$ cat src/hdl/mktd_pkg.sv
`timescale 1ns / 1ps
`default_nettype none
package mktd_pkg;

    // Store depth and register map
    localparam int unsigned MAX_SYMBOLS = 4;
    localparam int unsigned CFG_IDX_W = 2;
    localparam logic [CFG_IDX_W-1:0] REG_NOISE_LIMIT = 2'd0;
    localparam logic [CFG_IDX_W-1:0] REG_DOT_LIMIT   = 2'd1;
    localparam logic [CFG_IDX_W-1:0] REG_DASH_LIMIT  = 2'd2;

    // Register reset values
    localparam logic [15:0] NOISE_LIMIT_RST = 16'd469;
    localparam logic [15:0] DOT_LIMIT_RST   = 16'd3125;
    localparam logic [15:0] DASH_LIMIT_RST  = 16'd9375;

    // Echo symbols
    localparam logic [6:0] CH_NONE  = 7'h00;
    localparam logic [6:0] CH_DOT   = 7'h2E;
    localparam logic [6:0] CH_DASH  = 7'h2D;
    localparam logic [6:0] CH_GAP   = 7'h5F;
    localparam logic [6:0] CH_QUERY = 7'h3F;

    // Letters by code length, index = symbols first to last, dash 1
    localparam logic [6:0] LETTERS1 [0:1] = '{7'h45, 7'h54};
    localparam logic [6:0] LETTERS2 [0:3] = '{7'h49, 7'h41, 7'h4E, 7'h4D};
    localparam logic [6:0] LETTERS3 [0:7] = '{7'h53, 7'h55, 7'h52, 7'h57,
                                              7'h44, 7'h4B, 7'h47, 7'h4F};
    localparam logic [6:0] LETTERS4 [0:15] = '{7'h48, 7'h56, 7'h46, 7'h00,
                                               7'h4C, 7'h00, 7'h50, 7'h4A,
                                               7'h42, 7'h58, 7'h43, 7'h59,
                                               7'h5A, 7'h51, 7'h00, 7'h00};

    // What one key edge leaves for the output side
    typedef struct packed {
        logic [6:0] ch0;
        logic       v0;
        logic [6:0] ch1;
        logic       two;
        logic       rising;
    } rec_t;

    // Walk the code into a letter; zero means no letter for that code
    function automatic logic [6:0] decode_letter(input logic [2:0] count,
                                                 input logic [MAX_SYMBOLS-1:0] dash);
        logic [6:0] res;
        case (count)
            3'd0: res = CH_QUERY;
            3'd1: res = LETTERS1[dash[0]];
            3'd2: res = LETTERS2[{dash[0], dash[1]}];
            3'd3: res = LETTERS3[{dash[0], dash[1], dash[2]}];
            default: res = LETTERS4[{dash[0], dash[1], dash[2], dash[3]}];
        endcase
        return res;
    endfunction

endpackage
`default_nettype wire

$ cat src/hdl/mktd_front.sv
`timescale 1ns / 1ps
`default_nettype none
module mktd_front
(
    input  wire logic                            clk,
    input  wire logic                            rst_n,
    input  wire logic                            in_valid,
    output logic                                 in_stall,
    input  wire logic [15:0]                     capture_time,
    input  wire logic                            key_level,
    input  wire logic                            cfg_we,
    input  wire logic [mktd_pkg::CFG_IDX_W-1:0]  cfg_index,
    input  wire logic [15:0]                     cfg_data,
    input  wire logic                            q_full,
    output logic                                 q_wr,
    output mktd_pkg::rec_t                       q_rec
);

    logic [15:0] noise_limit_reg;
    logic [15:0] dot_limit_reg;
    logic [15:0] dash_limit_reg;
    logic [15:0] prev_stamp_reg;
    logic        rising_reg;
    logic        rising_next;
    logic [2:0]  count_reg;
    logic [2:0]  count_next;
    logic [mktd_pkg::MAX_SYMBOLS-1:0] dash_reg;
    logic [mktd_pkg::MAX_SYMBOLS-1:0] dash_next;

    logic [15:0] interval;
    logic        over_dash;
    logic        gap;
    logic        is_dot;
    logic        is_dash;
    logic        store_full;
    logic [6:0]  letter;
    logic        accept;

    // Hold off the sender while the queue is full
    assign in_stall = q_full;
    assign accept   = in_valid && !q_full;
    assign q_wr     = accept;

    // Classify the interval since the previous edge
    assign interval   = capture_time - prev_stamp_reg;
    assign over_dash  = interval > dash_limit_reg;
    assign gap        = over_dash && (count_reg != 3'd0);
    assign is_dot     = (interval > noise_limit_reg) && (interval <= dot_limit_reg);
    assign is_dash    = (interval > dot_limit_reg) && (interval <= dash_limit_reg);
    assign store_full = count_reg >= 3'(mktd_pkg::MAX_SYMBOLS);
    assign letter     = mktd_pkg::decode_letter(count_reg, dash_reg);

    // Build the record and the next symbol store
    always_comb
    begin
        q_rec      = '0;
        count_next = count_reg;
        dash_next  = dash_reg;
        rising_next = rising_reg;
        if (gap || !key_level)
        begin
            if (over_dash || store_full)
            begin
                q_rec.ch0  = mktd_pkg::CH_GAP;
                q_rec.v0   = 1'b1;
                q_rec.ch1  = letter;
                q_rec.two  = letter != mktd_pkg::CH_NONE;
                count_next = 3'd0;
                dash_next  = '0;
            end
            else if (is_dot)
            begin
                q_rec.ch0  = mktd_pkg::CH_DOT;
                q_rec.v0   = 1'b1;
                dash_next[count_reg[1:0]] = 1'b0;
                count_next = count_reg + 3'd1;
            end
            else if (is_dash)
            begin
                q_rec.ch0  = mktd_pkg::CH_DASH;
                q_rec.v0   = 1'b1;
                dash_next[count_reg[1:0]] = 1'b1;
                count_next = count_reg + 3'd1;
            end
            if (!gap)
            begin
                rising_next = 1'b1;
            end
        end
        else
        begin
            rising_next = 1'b0;
        end
        q_rec.rising = rising_next;
    end

    // Advance the decoder state on each accepted item
    always_ff @(posedge clk or negedge rst_n)
    begin
        if (!rst_n)
        begin
            prev_stamp_reg <= 16'd0;
            rising_reg     <= 1'b1;
            count_reg      <= 3'd0;
            dash_reg       <= '0;
        end
        else if (accept)
        begin
            prev_stamp_reg <= capture_time;
            rising_reg     <= rising_next;
            count_reg      <= count_next;
            dash_reg       <= dash_next;
        end
    end

    // Take configuration writes
    always_ff @(posedge clk or negedge rst_n)
    begin
        if (!rst_n)
        begin
            noise_limit_reg <= mktd_pkg::NOISE_LIMIT_RST;
            dot_limit_reg   <= mktd_pkg::DOT_LIMIT_RST;
            dash_limit_reg  <= mktd_pkg::DASH_LIMIT_RST;
        end
        else if (cfg_we)
        begin
            case (cfg_index)
                mktd_pkg::REG_NOISE_LIMIT: noise_limit_reg <= cfg_data;
                mktd_pkg::REG_DOT_LIMIT:   dot_limit_reg   <= cfg_data;
                mktd_pkg::REG_DASH_LIMIT:  dash_limit_reg  <= cfg_data;
                default: ;
            endcase
        end
    end

endmodule
`default_nettype wire

$ cat src/hdl/mktd_queue.sv
`timescale 1ns / 1ps
`default_nettype none
module mktd_queue
(
    input  wire logic           clk,
    input  wire logic           rst_n,
    input  wire logic           wr,
    input  wire mktd_pkg::rec_t wr_rec,
    output logic                full,
    input  wire logic           rd,
    output mktd_pkg::rec_t      rd_rec,
    output logic                empty
);

    mktd_pkg::rec_t slot_reg [0:1];
    logic       wr_ptr_reg;
    logic       rd_ptr_reg;
    logic [1:0] fill_reg;
    logic [1:0] fill_next;

    assign full   = fill_reg == 2'd2;
    assign empty  = fill_reg == 2'd0;
    assign rd_rec = slot_reg[rd_ptr_reg];

    // Track occupancy
    always_comb
    begin
        fill_next = fill_reg;
        if (wr && !rd)
        begin
            fill_next = fill_reg + 2'd1;
        end
        else if (rd && !wr)
        begin
            fill_next = fill_reg - 2'd1;
        end
    end

    always_ff @(posedge clk or negedge rst_n)
    begin
        if (!rst_n)
        begin
            wr_ptr_reg <= 1'b0;
            rd_ptr_reg <= 1'b0;
            fill_reg   <= 2'd0;
        end
        else
        begin
            fill_reg <= fill_next;
            if (wr)
            begin
                wr_ptr_reg <= !wr_ptr_reg;
            end
            if (rd)
            begin
                rd_ptr_reg <= !rd_ptr_reg;
            end
        end
    end

    // Store the incoming record
    always_ff @(posedge clk)
    begin
        if (wr)
        begin
            slot_reg[wr_ptr_reg] <= wr_rec;
        end
    end

endmodule
`default_nettype wire

$ cat src/hdl/mktd_back.sv
`timescale 1ns / 1ps
`default_nettype none
module mktd_back
(
    input  wire logic           clk,
    input  wire logic           rst_n,
    input  wire logic           q_empty,
    input  wire mktd_pkg::rec_t q_rec,
    output logic                q_rd,
    output logic                out_valid,
    input  wire logic           out_stall,
    output logic [6:0]          character,
    output logic                char_valid,
    output logic                next_edge_rising,
    output logic                last
);

    logic       out_valid_reg;
    logic       pend_reg;
    logic [6:0] pend_ch_reg;
    logic [6:0] character_reg;
    logic       char_valid_reg;
    logic       rising_reg;
    logic       last_reg;
    logic       load_ok;

    // Output register frees when empty or being taken
    assign load_ok = !out_valid_reg || !out_stall;
    assign q_rd    = load_ok && !pend_reg && !q_empty;

    assign out_valid        = out_valid_reg;
    assign character        = character_reg;
    assign char_valid       = char_valid_reg;
    assign next_edge_rising = rising_reg;
    assign last             = last_reg;

    // Control: output valid and second-result pending
    always_ff @(posedge clk or negedge rst_n)
    begin
        if (!rst_n)
        begin
            out_valid_reg <= 1'b0;
            pend_reg      <= 1'b0;
        end
        else if (load_ok)
        begin
            if (pend_reg)
            begin
                out_valid_reg <= 1'b1;
                pend_reg      <= 1'b0;
            end
            else if (!q_empty)
            begin
                out_valid_reg <= 1'b1;
                pend_reg      <= q_rec.two;
            end
            else
            begin
                out_valid_reg <= 1'b0;
            end
        end
    end

    // Payload: first result from the queue, then the held letter
    always_ff @(posedge clk)
    begin
        if (load_ok)
        begin
            if (pend_reg)
            begin
                character_reg  <= pend_ch_reg;
                char_valid_reg <= 1'b1;
                last_reg       <= 1'b1;
            end
            else if (!q_empty)
            begin
                character_reg  <= q_rec.ch0;
                char_valid_reg <= q_rec.v0;
                last_reg       <= !q_rec.two;
                rising_reg     <= q_rec.rising;
                pend_ch_reg    <= q_rec.ch1;
            end
        end
    end

endmodule
`default_nettype wire

$ cat src/hdl/morse_key_timing_decoder_top.sv
`timescale 1ns / 1ps
`default_nettype none
// Morse key timing decoder.
// Input channel (in_valid / in_stall): one key edge per item, the 16-bit
// timer stamp capture_time and key_level (1 pressed, 0 released).
// Output channel (out_valid / out_stall): one or two results per key edge,
// each carrying character, char_valid, next_edge_rising and last; last marks
// the final result of an edge. An edge with nothing to echo gives a single
// result with char_valid low.
// Configuration: cfg_we writes cfg_data into noise, dot or dash limit
// selected by cfg_index; other indexes are ignored. Write only while idle.
// Flow: an accepted item is written into the queue and then loaded into the
// output register, which presents its first result. While out_stall is low
// the output register sends one result per cycle; a gap mark and a letter go out in turn.
// A two-entry queue sits between the classifier and the output register, so
// the input keeps taking items while a result waits on a stalled receiver;
// in_stall rises only when that queue is full.
// Reset: limits return to 469 / 3125 / 9375, the stamp to zero, the symbol
// store empties and the next edge to capture is rising.
module morse_key_timing_decoder_top
(
    input  wire logic                            clk,
    input  wire logic                            rst_n,
    input  wire logic                            in_valid,
    output logic                                 in_stall,
    input  wire logic [15:0]                     capture_time,
    input  wire logic                            key_level,
    input  wire logic                            cfg_we,
    input  wire logic [mktd_pkg::CFG_IDX_W-1:0]  cfg_index,
    input  wire logic [15:0]                     cfg_data,
    output logic                                 out_valid,
    input  wire logic                            out_stall,
    output logic [6:0]                           character,
    output logic                                 char_valid,
    output logic                                 next_edge_rising,
    output logic                                 last
);

    logic           q_wr;
    logic           q_rd;
    logic           q_full;
    logic           q_empty;
    mktd_pkg::rec_t wr_rec;
    mktd_pkg::rec_t rd_rec;

    mktd_front u_front
    (
        .clk          (clk),
        .rst_n        (rst_n),
        .in_valid     (in_valid),
        .in_stall     (in_stall),
        .capture_time (capture_time),
        .key_level    (key_level),
        .cfg_we       (cfg_we),
        .cfg_index    (cfg_index),
        .cfg_data     (cfg_data),
        .q_full       (q_full),
        .q_wr         (q_wr),
        .q_rec        (wr_rec)
    );

    mktd_queue u_queue
    (
        .clk    (clk),
        .rst_n  (rst_n),
        .wr     (q_wr),
        .wr_rec (wr_rec),
        .full   (q_full),
        .rd     (q_rd),
        .rd_rec (rd_rec),
        .empty  (q_empty)
    );

    mktd_back u_back
    (
        .clk              (clk),
        .rst_n            (rst_n),
        .q_empty          (q_empty),
        .q_rec            (rd_rec),
        .q_rd             (q_rd),
        .out_valid        (out_valid),
        .out_stall        (out_stall),
        .character        (character),
        .char_valid       (char_valid),
        .next_edge_rising (next_edge_rising),
        .last             (last)
    );

endmodule
`default_nettype wire

$ cat config.mk
export PLATFORM = sky130hd
export DESIGN_NAME = morse_key_timing_decoder_top
export DESIGN_NICKNAME = d
export VERILOG_FILES = /design/src/hdl/mktd_pkg.sv /design/src/hdl/mktd_front.sv /design/src/hdl/mktd_queue.sv /design/src/hdl/mktd_back.sv /design/src/hdl/morse_key_timing_decoder_top.sv
export SDC_FILE = /design/constraint.sdc
export NUM_CORES = 1
export LEC_CHECK = 0
export BUFFER_PORTS_ARGS = -buffer_cell sky130_fd_sc_hd__buf_4
export CELL_PAD_IN_SITES_DETAIL_PLACEMENT = 0
export CELL_PAD_IN_SITES_GLOBAL_PLACEMENT = 1
export CORE_AREA = 2 2 138 140
export CTS_CLUSTER_DIAMETER = 150
export DETAILED_ROUTE_END_ITERATION = 7
export DIE_AREA = 0 0 140 142
export GPL_TIMING_DRIVEN = 1
export PLACE_DENSITY_LB_ADDON = 0.25
export SETUP_SLACK_MARGIN = 0.3
export SLEW_MARGIN = 20
export SYNTH_ARGS = -nofsm -noshare
export SYNTH_HDL_FRONTEND = slang
export SYNTH_SLANG_ARGS = --single-unit
$ cat constraint.sdc
create_clock -name clk -period 4.16 [get_ports clk]
set_input_delay 0.208 -clock clk [delete_from_list [all_inputs] [get_ports clk]]
set_output_delay 0.208 -clock clk [all_outputs]
set_load 0.1 [all_outputs]
==> summary.md <==
| Metric | Value |
|---|---|
| Outcome | `complete, but fails checks` |
| Failing checks | `DRC` |
| Vias in the first global route | `5,521` |
| Synth-to-layout area growth | `25.5%` |
| Final Non-Filler Cells | `1,038` |
| DPL Wire Length | `11,900 µm` |
| Worst-Margin Slew | `0.997 ns` |
| WL met2 | `7770 µm` |
| Nets@finish | `906` |
| Post-DRT Antenna Nets | `0` |
| Drt drc | `6` |
| Gr ovfl total | `0` |
| Placed insts | `982` |
| Gate Count Post-Synth | `695` |
| Required @ worst endpoint | `4.33 ns` |
| Final setup margin | `0.139 ns` |
| Crit path kind | `flop to flop` |
| Clock sink total | `123` |
| GP Congestion | `0.841` |
| Cell variety after synth | `67` |
| Worst slack at placement | `-0.102 ns` |
| Total GRT Usage | `17.4%` |
| Worst EP arrival | `4.19 ns` |
| Root Driver | `clkbuf_16` |
| Max Clock Freq | `249 MHz` |
| PortBufs | `51` |
| Yosys top cell by area | `dfrtp_1` |
| Ys Warns | `0` |
| CTS clk-pin slew, worst paths | `0.06 ns` |
| CP Launch Type | `flop` |
| Detail Route met3 WL | `487 µm` |
| Share of cells above drive strength 1 | `30.7%` |
| Synth Cell Area | `7220 µm²` |
| DR vias | `5,298` |
| Primary FF master, synth | `dfrtp_1` |
| CTS tree | `built` |
| Largest family of logic cells by synthesized area | `compound AO/OA/AOI/OAI gates` |
| DRT Pass-1 Iters | `8` |
| CTS Buffer Depth | `2` |
| # rows | `50` |
| Sequential area share after synthesis | `46.1%` |
| Post-Synth Adder-Cell Area | `13.1%` |
| H-tree depth | `4` |
| CP endpoint kind | `flop` |
| Die height | `142 µm` |
| Pin count of the biggest net entering global routing | `79` |
| Final max-slew violation count | `0` |
| Power consumption | `8.43 mW` |
| Die X | `140 µm` |
| Die area | `19,900 µm²` |
| Setup violators final | `0` |
| DR WL/cell | `15.7 µm` |
| Synth top area share | `19.8%` |
| RSZ-0062 raised after global routing | `true` |
| Setup TNS Final | `0 ns` |
| Fin Clk Skew | `0.0100 ns` |
| DR top layer | `met4` |
| Initial Util | `39.1%` |
| Mux cell area share after synthesis | `8.13%` |
| DR iter-0 viols | `256` |
| Top post-synthesis cells by area | `dfrtp_1 (20%), edfxtp_1 (19%), ha_1 (13%)` |
| Initial antenna violation count | `0` |
| Max reg flops | `28` |
| Drt total wl | `16,300 µm` |
| XOR/XNOR Fraction of Synth Area | `1.94%` |
| Minimum clock period | `4.02 ns` |
| Crit path max fanout | `3` |
| Compound-Gate Fraction of Synth Area | `13.6%` |
| Routed length on met1 | `7880 µm` |
| LEAKAGE | `3.98 nW` |
| Fin. Hold Viols | `0` |
| Placed cell area | `7990 µm²` |
| Pwr Density | `930 nW/µm²` |
| Syn_nets | `810` |
| CTS Buf Count | `17` |
| Slew Limit Headroom | `33.3%` |
| Worst-Skew Late Latency | `0.42 ns` |
| Simple-Gate Fraction of Synth Area | `11.5%` |
| Post-synth EDFFs | `45` |
| DR vias/cell | `5.10` |
| First-pass GRT wire length | `27,300 µm` |
| Post-Syn Area per Cell | `10.4 µm²` |
| Final period util | `96.7%` |
| Hold WC Path Type | `input pin to flop` |
| # IOs | `52` |
| Worst vdd rail ir drop | `0.409 mV` |
| Core footprint | `18,500 µm²` |
| Maxcap violations | `0` |
| #FFs+latches synth | `123` |
| Ant. Diodes | `0` |
| Final instance area | `9060 µm²` |
| Async S/R FF share, synth | `63.4%` |
[area by class of cell]
class,count,area (µm²)
fillers,1682,9390
repair buffers,94,752
multi-input cells,468,3810
clock inverters,14,113
inverters,87,329
clock buffers,18,439
flip-flops and latches,123,3330
well taps,234,293
[metrics by stage]
stage               utilization [%]  hold WS [ns]
floorplan                         -       -0.0876
finish                         49.1        0.0146
global placement               43.3         0.416
CTS                            48.2       0.00132
detailed placement             43.3         0.414
global route                   49.1       0.00527
[worst paths after layout]
kind                                      startpoint                         end  slack, ns  depth (start not counted)
max                        u_front.prev_stamp_reg[0]     u_queue.slot_reg[1][15]       0.14                         17
min                                 capture_time[13]  u_front.prev_stamp_reg[13]       0.01                          3
max reg2reg                u_front.prev_stamp_reg[0]     u_queue.slot_reg[1][15]       0.14                         17
min reg2reg                 u_front.dot_limit_reg[9]    u_front.dot_limit_reg[9]       0.51                          1
max in group asynchronous                      rst_n         u_front.dash_reg[2]       3.22                          2
min in group asynchronous                      rst_n  u_front.prev_stamp_reg[11]       0.41                          2
[where the power goes]
| group | internal, mW | switching, mW | leakage [nW] |
|---|---|---|---|
| registers | 1.88 | 0.246 | 1.34 |
| clock network | 0.789 | 0.587 | 0.264 |
| logic | 2.03 | 2.90 | 2.37 |
[cells in the mapped netlist (3+ instances only)]
library cell and number:
inv_1 86, nand2_1 75, ha_1 74, dfrtp_1 57
o21ai_0 53, a21oi_1 50, edfxtp_1 45, mux2_2 41
nor2_1 31, dfstp_2 21, clkbuf_1 12, nand4_1 12
nand3_1 10, xnor2_1 9, mux2i_1 8, nor2b_1 8
a21o_1 7, nor3_1 7, xor2_1 7, nand2b_1 5
a21oi_2 4, o211ai_1 4, o21a_1 4, a211o_1 3
a211oi_1 3, a31oi_1 3, o2bb2ai_1 3
[placed cells by master, fill, tap and decap left out, types with 5 or more instances in the layout]
cell type / instances
nor2b_1: 6
mux2i_1: 8
a21oi_4: 5
nand2_1: 74
nor2_1: 23
inv_6: 5
xor2_1: 5
nand3_1: 10
dlygate4sd3_1: 9
nor2_2: 6
buf_4: 81
dfstp_2: 21
edfxtp_1: 45
nand4_1: 12
a21o_1: 7
a21oi_2: 11
xnor2_1: 7
inv_1: 85
ha_1: 70
clkbuf_16: 17
a21oi_1: 39
mux2_2: 41
dfrtp_1: 57
o21ai_0: 51
[what timing repair did]
action	in CTS	in global routing
endpoints found under the setup margin	35	36
buffers inserted	9	6
hold buffers	8	1
hold endpoints to repair	8	57
gates resized for setup	40	21
pin swaps	19	15
gates cloned	0	0
[critical path, stage by stage, from the launching register on]
cell and delay [ns]:
dfrtp_1 0.41, ha_4 0.18, fa_2 0.37, nor2b_2 0.13, o31a_1 0.15, o211ai_1 0.14
a21oi_2 0.21, nor2_2 0.06, a21oi_2 0.18, xor2_2 0.26, ha_1 0.28, nand4_1 0.17
nor2_1 0.08, o2bb2ai_1 0.13, o41a_2 0.51, a311oi_4 0.28, nand2b_4 0.22, nor2_2 0.04
[kinds of logic (layout without fill, tap and decap cells)]
| logic type | after synthesis | after routing |
|---|---|---|
| AND/OR/NAND/NOR | 169 | 169 |
| AO/OA/AOI/OAI | 157 | 157 |
| adder cells (fa/ha/maj) | 75 | 75 |
| XOR/XNOR | 16 | 16 |
| flip-flops | 123 | 123 |
| multiplexers | 51 | 51 |
| buffers and inverters | 104 | 213 |
[layer usage]
layer  up-vias  GRT usage [%]
met2        88           28.5
met5         -              0
met4         0           5.26
li1       2635              -
met3        21           3.50
met1      2554           23.4
Power figures use the tool's default switching activity.
